[src/hdl/nlt_pkg.sv]
package nlt_pkg;

  // Top-level sequencer states
  typedef enum logic [2:0] {
    ST_IDLE,
    ST_DIV,
    ST_MUL,
    ST_NORM,
    ST_SQR,
    ST_LNM,
    ST_RND
  } state_t;

  // Divider status toward the sequencer
  typedef struct packed {
    logic busy;
    logic done;
  } div_stat_t;

  localparam logic [15:0] SCALE_RESET   = 16'd256;  // 1.0 in Q8.8
  localparam int          ONE_Q8        = 256;      // zero peak reads as 1.0
  localparam int          RATIO_FRAC    = 16;
  localparam int          SCALE_BITS    = 16;
  localparam int          LOG_FRAC_BITS = 28;
  localparam int          MANT_BITS     = 31;       // Q1.30 mantissa
  localparam logic [29:0] LN2_Q30       = 30'd744261118;
  localparam int          OUT_BITS      = 16;

endpackage

[src/hdl/nlt_div.sv]
// Restoring divider, one quotient bit per cycle.
// Quotient = floor(mag * 2^16 / divisor).
module nlt_div #(
  parameter int P = 24
) (
  input  logic                           clk,
  input  logic                           rst_n,
  input  logic                           start,
  input  logic [P-1:0]                   mag,
  input  logic [P-1:0]                   divisor,
  output logic [P+nlt_pkg::RATIO_FRAC-1:0] quot,
  output nlt_pkg::div_stat_t             stat
);

  localparam int QW = P + nlt_pkg::RATIO_FRAC;
  localparam int CW = $clog2(QW + 1);

  logic          busy_r, busy_nxt;
  logic          done_r, done_nxt;
  logic [CW-1:0] cnt_r, cnt_nxt;
  logic [QW-1:0] dq_r, dq_nxt;
  logic [P-1:0]  rem_r, rem_nxt;
  logic [P-1:0]  dvs_r, dvs_nxt;
  logic [P:0]    rem_sh;
  logic          ge;

  // One restoring step
  always_comb begin
    rem_sh   = {rem_r, dq_r[QW-1]};
    ge       = rem_sh >= {1'b0, dvs_r};
    busy_nxt = busy_r;
    done_nxt = 1'b0;
    cnt_nxt  = cnt_r;
    dq_nxt   = dq_r;
    rem_nxt  = rem_r;
    dvs_nxt  = dvs_r;
    if (start) begin
      busy_nxt = 1'b1;
      cnt_nxt  = '0;
      dq_nxt   = {mag, {nlt_pkg::RATIO_FRAC{1'b0}}};
      rem_nxt  = '0;
      dvs_nxt  = divisor;
    end else if (busy_r) begin
      rem_nxt = ge ? P'(rem_sh - {1'b0, dvs_r}) : P'(rem_sh);
      dq_nxt  = {dq_r[QW-2:0], ge};
      cnt_nxt = cnt_r + 1'b1;
      if (cnt_r == CW'(QW - 1)) begin
        busy_nxt = 1'b0;
        done_nxt = 1'b1;
      end
    end
  end

  always_ff @(posedge clk) begin
    if (!rst_n) begin
      busy_r <= 1'b0;
      done_r <= 1'b0;
      cnt_r  <= '0;
    end else begin
      busy_r <= busy_nxt;
      done_r <= done_nxt;
      cnt_r  <= cnt_nxt;
    end
    dq_r  <= dq_nxt;
    rem_r <= rem_nxt;
    dvs_r <= dvs_nxt;
  end

  assign quot      = dq_r;
  assign stat.busy = busy_r;
  assign stat.done = done_r;

  // Remainder stays below the divisor between steps
  a_rem_lt_dvs: assert property (@(posedge clk) disable iff (!rst_n)
    busy_r |-> rem_r < dvs_r || dvs_r == '0)
    else $error("divider remainder not below divisor");

  a_done_pulse: assert property (@(posedge clk) disable iff (!rst_n)
    done_r |-> !busy_r)
    else $error("divider done while busy");

  a_done_after_busy: assert property (@(posedge clk) disable iff (!rst_n)
    done_r |-> $past(busy_r))
    else $error("divider done without a run");

endmodule

[src/hdl/normalized_log_transform.sv]
// Measure item: accepted without leaving idle, updates the peak, no result.
// Transform item: divide (one quotient bit per cycle), scale multiply
// (one scale bit per cycle), normalize (one bit shift per cycle), log2 by
// squaring (one fraction bit per squaring), ln2 multiply, then round.
// One item in flight; the next transfer can be taken in the cycle after the result
// register loads. Reset (sync, low): peak 0, scale 1.0.
module normalized_log_transform #(
  parameter int PIXEL_BITS = 24
) (
  input  logic                  clk,
  input  logic                  rst_n,
  input  logic                  cfg_we,
  input  logic [15:0]           cfg_data,
  input  logic                  in_valid,
  output logic                  in_stall,
  input  logic                  in_operation,
  input  logic                  in_first,
  input  logic [PIXEL_BITS-1:0] in_pixel,
  input  logic                  in_last,
  output logic                  out_valid,
  input  logic                  out_stall,
  output logic [15:0]           out_log_value,
  output logic                  out_last_out
);

  localparam int P   = PIXEL_BITS;
  localparam int QW  = P + nlt_pkg::RATIO_FRAC;
  localparam int YW  = P + 32;
  localparam int IW  = $clog2(P + 8);
  localparam int LGW = IW + nlt_pkg::LOG_FRAC_BITS;
  localparam int PW  = LGW + 30;
  localparam int RW  = PW + 1 - 46;
  localparam int CW  = $clog2(YW + 1);
  localparam int MW  = nlt_pkg::MANT_BITS;

  nlt_pkg::state_t state_r, state_nxt;

  logic [15:0]     scale_r;
  logic [P-1:0]    peak_r, peak_nxt;
  logic            last_r, last_nxt;
  logic [15:0]     sc_r, sc_nxt;
  logic [CW-1:0]   cnt_r, cnt_nxt;
  logic [YW-1:0]   acc_r, acc_nxt;
  logic [IW-1:0]   ip_r, ip_nxt;
  logic [MW-1:0]   m_r, m_nxt;
  logic [LGW-1:0]  lg_r, lg_nxt;
  logic [PW-1:0]   prod_r, prod_nxt;
  logic            out_valid_r, out_valid_nxt;
  logic [15:0]     log_value_r, log_value_nxt;
  logic            last_out_r, last_out_nxt;

  logic            in_xfer;
  logic [P-1:0]    mag;
  logic [P-1:0]    divisor;
  logic            div_start;
  logic [QW-1:0]   ratio;
  nlt_pkg::div_stat_t dstat;
  logic [2*MW-1:0] sq_full;
  logic [31:0]     sq;
  logic [PW:0]     rnd_sum;
  logic [RW-1:0]   rnd_q;
  logic            out_free;

  assign in_xfer  = in_valid && !in_stall;
  assign in_stall = state_r != nlt_pkg::ST_IDLE;
  assign mag      = in_pixel[P-1] ? P'(-in_pixel) : in_pixel;
  assign divisor  = (peak_r == '0) ? P'(nlt_pkg::ONE_Q8) : peak_r;
  assign div_start = in_xfer && in_operation;
  assign out_free  = !out_valid_r || !out_stall;

  nlt_div #(.P(P)) u_div (
    .clk     (clk),
    .rst_n   (rst_n),
    .start   (div_start),
    .mag     (mag),
    .divisor (divisor),
    .quot    (ratio),
    .stat    (dstat)
  );

  // Squaring and rounding datapath
  always_comb begin
    sq_full = m_r * m_r;
    sq      = sq_full[61:30];
    rnd_sum = {1'b0, prod_r} + (PW+1)'(64'd1 << 45);
    rnd_q   = rnd_sum[PW:46];
  end

  // Sequencer
  always_comb begin
    state_nxt     = state_r;
    peak_nxt      = peak_r;
    last_nxt      = last_r;
    sc_nxt        = sc_r;
    cnt_nxt       = cnt_r;
    acc_nxt       = acc_r;
    ip_nxt        = ip_r;
    m_nxt         = m_r;
    lg_nxt        = lg_r;
    prod_nxt      = prod_r;
    out_valid_nxt = out_valid_r && out_stall;
    log_value_nxt = log_value_r;
    last_out_nxt  = last_out_r;
    case (state_r)
      nlt_pkg::ST_IDLE: begin
        if (in_xfer) begin
          if (!in_operation) begin
            if (in_first || mag > peak_r) peak_nxt = mag;
          end else begin
            last_nxt  = in_last;
            sc_nxt    = scale_r;
            state_nxt = nlt_pkg::ST_DIV;
          end
        end
      end
      nlt_pkg::ST_DIV: begin
        if (dstat.done) begin
          cnt_nxt   = '0;
          acc_nxt   = YW'(nlt_pkg::ONE_Q8);  // becomes 2^24 after 16 shifts
          state_nxt = nlt_pkg::ST_MUL;
        end
      end
      nlt_pkg::ST_MUL: begin
        // y = 1 + scale*ratio, one scale bit per cycle, MSB first
        acc_nxt = (acc_r << 1) + (sc_r[15] ? YW'(ratio) : '0);
        sc_nxt  = sc_r << 1;
        cnt_nxt = cnt_r + 1'b1;
        if (cnt_r == CW'(nlt_pkg::SCALE_BITS - 1)) begin
          ip_nxt    = IW'(P + 7);
          state_nxt = nlt_pkg::ST_NORM;
        end
      end
      nlt_pkg::ST_NORM: begin
        if (!acc_r[YW-1]) begin
          acc_nxt = acc_r << 1;
          ip_nxt  = ip_r - 1'b1;
        end else begin
          m_nxt     = acc_r[YW-1 -: MW];
          lg_nxt    = LGW'(ip_r);
          cnt_nxt   = '0;
          state_nxt = nlt_pkg::ST_SQR;
        end
      end
      nlt_pkg::ST_SQR: begin
        // one log2 fraction bit per squaring
        m_nxt   = sq[31] ? sq[31:1] : sq[30:0];
        lg_nxt  = {lg_r[LGW-2:0], sq[31]};
        cnt_nxt = cnt_r + 1'b1;
        if (cnt_r == CW'(nlt_pkg::LOG_FRAC_BITS - 1)) begin
          cnt_nxt   = '0;
          prod_nxt  = '0;
          state_nxt = nlt_pkg::ST_LNM;
        end
      end
      nlt_pkg::ST_LNM: begin
        // times ln2, one bit of log2 per cycle
        prod_nxt = (prod_r << 1) + (lg_r[LGW-1] ? PW'(nlt_pkg::LN2_Q30) : '0);
        lg_nxt   = lg_r << 1;
        cnt_nxt  = cnt_r + 1'b1;
        if (cnt_r == CW'(LGW - 1)) state_nxt = nlt_pkg::ST_RND;
      end
      nlt_pkg::ST_RND: begin
        if (out_free) begin
          out_valid_nxt = 1'b1;
          log_value_nxt = (rnd_q > RW'(16'hFFFF)) ? 16'hFFFF : rnd_q[15:0];
          last_out_nxt  = last_r;
          state_nxt     = nlt_pkg::ST_IDLE;
        end
      end
      default: state_nxt = nlt_pkg::ST_IDLE;
    endcase
  end

  always_ff @(posedge clk) begin
    if (!rst_n) begin
      state_r     <= nlt_pkg::ST_IDLE;
      scale_r     <= nlt_pkg::SCALE_RESET;
      peak_r      <= '0;
      out_valid_r <= 1'b0;
    end else begin
      state_r     <= state_nxt;
      scale_r     <= cfg_we ? cfg_data : scale_r;
      peak_r      <= peak_nxt;
      out_valid_r <= out_valid_nxt;
    end
    last_r      <= last_nxt;
    sc_r        <= sc_nxt;
    cnt_r       <= cnt_nxt;
    acc_r       <= acc_nxt;
    ip_r        <= ip_nxt;
    m_r         <= m_nxt;
    lg_r        <= lg_nxt;
    prod_r      <= prod_nxt;
    log_value_r <= log_value_nxt;
    last_out_r  <= last_out_nxt;
  end

  assign out_valid     = out_valid_r;
  assign out_log_value = log_value_r;
  assign out_last_out  = last_out_r;

  a_measure_one_cycle: assert property (@(posedge clk) disable iff (!rst_n)
    in_xfer && !in_operation |=> state_r == nlt_pkg::ST_IDLE)
    else $error("measure transfer left the idle state");

  a_div_done_in_div: assert property (@(posedge clk) disable iff (!rst_n)
    dstat.done |-> state_r == nlt_pkg::ST_DIV)
    else $error("divider finished outside the divide state");

  a_div_busy_in_div: assert property (@(posedge clk) disable iff (!rst_n)
    dstat.busy |-> state_r == nlt_pkg::ST_DIV)
    else $error("divider running outside the divide state");

  a_mant_normal: assert property (@(posedge clk) disable iff (!rst_n)
    state_r == nlt_pkg::ST_SQR |-> m_r[MW-1])
    else $error("mantissa lost normalization");

endmodule
[config.mk]
export PLATFORM = sky130hd
export DESIGN_NAME = normalized_log_transform
export DESIGN_NICKNAME = d
export VERILOG_FILES = /design/src/hdl/nlt_pkg.sv /design/src/hdl/nlt_div.sv /design/src/hdl/normalized_log_transform.sv
export SDC_FILE = /design/constraint.sdc
export NUM_CORES = 2
export LEC_CHECK = 0
export ABC_AREA = 1
export BUFFER_PORTS_ARGS = -buffer_cell sky130_fd_sc_hd__buf_2
export CAP_MARGIN = 10
export CORE_MARGIN = 3
export CORE_UTILIZATION = 52
export DETAILED_ROUTE_END_ITERATION = 8
export PLACE_DENSITY = 0.68
export SYNTH_ARGS = -nofsm -noshare
export SYNTH_HDL_FRONTEND = slang
export SYNTH_SLANG_ARGS = --single-unit
export TNS_END_PERCENT = 20
[constraint.sdc]
create_clock -name clk -period 10.61 [get_ports clk]
set_input_delay 0.5305 -clock clk [delete_from_list [all_inputs] [get_ports clk]]
set_output_delay 0.5305 -clock clk [all_outputs]
set_load 0.01 [all_outputs]
==> summary.txt <==
Outcome
  • Status: finished clean

Detailed routing
  • Wire per inst: roughly 17 um
  • DRC: 0
  • 1st-iter DRT viols: about 3.4k
  • DRT antenna net count: 0
  • Iteration count of the initial detailed-routing pass: 7
  • DR vias/cell: ~5.2
  • Vias: 44.5k
  • DRT Wirelength: 147000 um

Logic synthesis
  • Area fraction of the dominant cell type after synthesis: 28.1%
  • Post-Syn Nets: 8357
  • Count of different cell masters after synthesis: 60
  • Post-synthesis mux area share: 0%
  • Top_reg_cell synth: edfxtp_1
  • Compound-cell area share of the yosys netlist: roughly 6%
  • YS warnings: 0
  • Ranking of synthesized cells by area: fa_1 (28%), edfxtp_1 (15%), inv_1 (13%), nand2_1 (13%), ha_1 (8.7%)
  • Synth Area in Adders: ~37%
  • Seq/Total Area, Yosys: 18.7%
  • Mean Syn Cell Area: about 7.5 um^2
  • Cell taking the most area after synthesis: fa_1
  • Post-synth EDFFs: 275
  • Synth Area in XOR/XNOR: 1.36%
  • Synth Cell Area: 54100 um^2
  • Post-synthesis async set-or-reset flop share: 0%
  • Yosys reg bits: 367
  • Simple-gate area share of the yosys netlist: between 20% and 30%
  • Largest family of logic cells by synthesized area: adder cells
  • Mapped Cells: 7175

STA
  • Final period utilization: 80.2%
  • Post-route setup TNS: 0 ns
  • Slew headroom: a little over a tenth
  • Final Skew: around 0.040 ns
  • # setup viols final: 0
  • Fmax: 0.118 GHz
  • Final Hold Fails: 0
  • Final WS setup: 2.10 ns
  • Fin. max-slew vios: 0
  • Min Tclk post-route: 8.51 ns
  • RSZ-0062 raised after global routing: false
  • Least-Margin Pin Slew: 1.34 ns

Floorplanning
  • Core footprint: 102000 um^2
  • Initial core utilization: between 50% and 60%
  • Die Ht: 329 um
  • DIE AREA: roughly 110000 um^2
  • Number of I/O pins: 67
  • Std-Cell Rows: 117
  • Die width: ~330 um

Setup path
  • CP required: 11.05 ns
  • Worst setup SP type: register
  • CP Capture Type: register
  • Crit path top cell by count: fa_1
  • Largest stage delay, worst path: 0.99 ns
  • Slowest cell on crit path: edfxtp_1
  • WP buf/inv: 8
  • CP arrival: 8.95 ns
  • Worst Path Max Fanout: 17
  • CP delay by family, top: adder cells
  • CP Class: reg -> reg

GRT
  • Met1 Use GR: 37.3%
  • Grt ovf: 0
  • First-pass GRT wire length: 239000 um
  • Vias in the first global route: 45.5k
  • Met3 usage: 3.29%
  • GR peak layer: met2
  • Initial antenna violation count: 0
  • Largest net degree at the start of global routing: 63
  • GRT Total Usage: 27.9%
  • Met2 Resource Use GR: 47.4%

Cells and area
  • Nets: 8314
  • Final Util: 55.7%
  • FILL cells: 9816
  • Area Growth Syn to Fin: 5.40%
  • Share of cells above drive strength 1: roughly 4.3%

Clocking
  • Post-CTS Repair Setup Buffers: 0
  • CTS root buffer: clkbuf_16
  • CTS Hold Bufs: 0
  • CTS tree: yes
  • Clock Path Buffers: 3
  • TritonCTS Buffers: 40
  • Clk_lat worst skew: 0.60 ns
  • Clk sinks: 367
  • Clock-pin slew on the worst setup and hold paths: around 0.060 ns
  • PostCTS Resize Cnt: 0
  • Htree depth: 2

Place
  • Worst slack, placed: roughly 2.2 ns
  • Post-DP HPWL: between 100000 and 150000 um
  • PortBufs: 66
  • GP Congestion: 1.00

Min path
  • Min-Delay Path Class: in -> reg

Flow run
  • Max_cap viols: 0
[path summary, 6_finish.rpt]
kind,startpoint,to,slack [ns],depth (start not counted)
setup / recovery,m_r[17]$_DFFE_PP_,m_r[1]$_DFFE_PP_,2.10,26
hold / removal,in_last,last_r$_DFFE_PP_,0.14,1
setup reg to reg,m_r[17]$_DFFE_PP_,m_r[1]$_DFFE_PP_,2.10,26
hold reg to reg,last_r$_DFFE_PP_,out_last_out$_DFFE_PP_,0.40,0
[routing by layer]
layer	up-vias	share of wire [%]	wire (um)
met1	21503	42	62000
li1	21393	-	-
met5	-	0	0
met3	276	6.1	8920
met4	0	3.4	5050
met2	1336	48	70600
[worst reg2reg max path, cell delays in order (launching register included)]
cell      delay [ns]
edfxtp_1        0.99
buf_4           0.44
nand2_1         0.18
fa_1            0.54
inv_1           0.05
fa_1            0.50
inv_1           0.06
fa_1            0.52
fa_1            0.53
inv_1           0.05
fa_1            0.48
fa_1            0.53
fa_1            0.55
inv_1           0.06
fa_1            0.54
inv_1           0.04
ha_1            0.38
nand2_1         0.13
nor2_1          0.16
inv_1           0.10
nor3_1          0.41
nand2_1         0.17
inv_1           0.08
a21oi_1         0.12
xnor2_1         0.51
nand3_1         0.14
nand3_1         0.11
[area by class of cell]
type	count	area [um^2]	share of cell area, %
Antenna cell	1	2.50	0.00439
Clock buffer	50	1060	1.86
Clock inverter	24	287	0.502
Inverter	1930	7240	12.7
Multi-Input combinational cell	4678	35900	63.0
Sequential cell	367	10100	17.7
Tap cell	1368	1710	3.00
Timing Repair Buffer	115	698	1.22
[registers in the layout, indices dropped and copies added, names as in the netlist, 3 cells and up]
name and flops:
prod_r 62, acc_r 56, u_div.quot 40, lg_r 33, m_r 31, peak_r 24, u_div.dvs_r 24, u_div.rem_r 24
out_log_value 16, sc_r 16, scale_r 16, cnt_r 6, u_div.cnt_r 6, ip_r 5, state_r 3
[logic make-up after synthesis]
group,count (synthesis)
simple gates,2874
flops,367
compound gates,586
buf+inv,2130
fa+ha+maj,1134
xor+xnor,84
[synthesized netlist by cell type (4+ instances only)]
library cell	count
a21boi_0	5
a21o_1	12
a21oi_1	260
a22oi_1	15
a31oi_1	4
a32o_1	13
and2_1	7
and3_1	6
buf_1	12
buf_2	33
buf_4	6
clkbuf_1	145
dfxtp_1	92
edfxtp_1	275
fa_1	759
ha_1	375
inv_1	1913
inv_2	16
nand2_1	1842
nand2_2	22
nand3_1	288
nand3_2	43
nand3b_1	4
nand4_1	59
nor2_1	484
nor2_2	11
nor2_4	7
nor3_1	60
nor3b_1	5
nor4_1	13
o211ai_1	14
o21a_1	16
o21ai_0	192
o21ai_1	11
o21ai_2	4
o21bai_1	21
or2_2	12
xnor2_1	30
xor2_1	54
[through the flow]
stage                     instance area (um^2)  std cells  hold WS, ns
after floorplan                          54100       7175        0.400
after global placement                   55700       8458        0.406
after detailed placement                 55700       8458        0.418
after CTS                                57000       8532       0.0986
after global routing                     57000       8532        0.107
final                                    57000       8533        0.140
[cell usage in the layout, fill, tap and decap left out, drive strengths merged]
| cell type | synthesis | routed |
|---|---|---|
| xnor2 | 30 | 30 |
| a21oi | 260 | 260 |
| inv | 1929 | 1935 |
| nand3 | 331 | 331 |
| a31oi | 4 | 4 |
| fa | 759 | 759 |
| o21bai | 22 | 22 |
| buf | 55 | 115 |
| nor3 | 65 | 65 |
| nor3b | 5 | 5 |
| a22oi | 15 | 15 |
| nand3b | 4 | 4 |
| nand4 | 59 | 59 |
| o22a | 1 | 1 |
| o211ai | 14 | 14 |
| nor2 | 503 | 503 |
| a22o | 3 | 3 |
| o21a | 16 | 16 |
| clkinv | 1 | 15 |
| a32o | 13 | 13 |
| diode | 0 | 1 |
| bufinv | 0 | 4 |
| a21boi | 8 | 8 |
| a21o | 12 | 12 |
| o21ai | 208 | 208 |
| nand2 | 1866 | 1866 |
| a31o | 3 | 3 |
| ha | 375 | 375 |
| dfxtp | 92 | 92 |
| nor4 | 14 | 14 |
| or2 | 14 | 14 |
| clkbuf | 145 | 50 |
| o41ai | 1 | 1 |
| xor2 | 54 | 54 |
| edfxtp | 275 | 275 |
| o22ai | 2 | 2 |
| and2 | 7 | 7 |
| o31ai | 1 | 1 |
| and3 | 6 | 6 |
| a211oi | 3 | 3 |
Power is left out: the tool's default activity adds up to more than one toggle a clock period on the data nets, which glitch-free logic cannot reach.
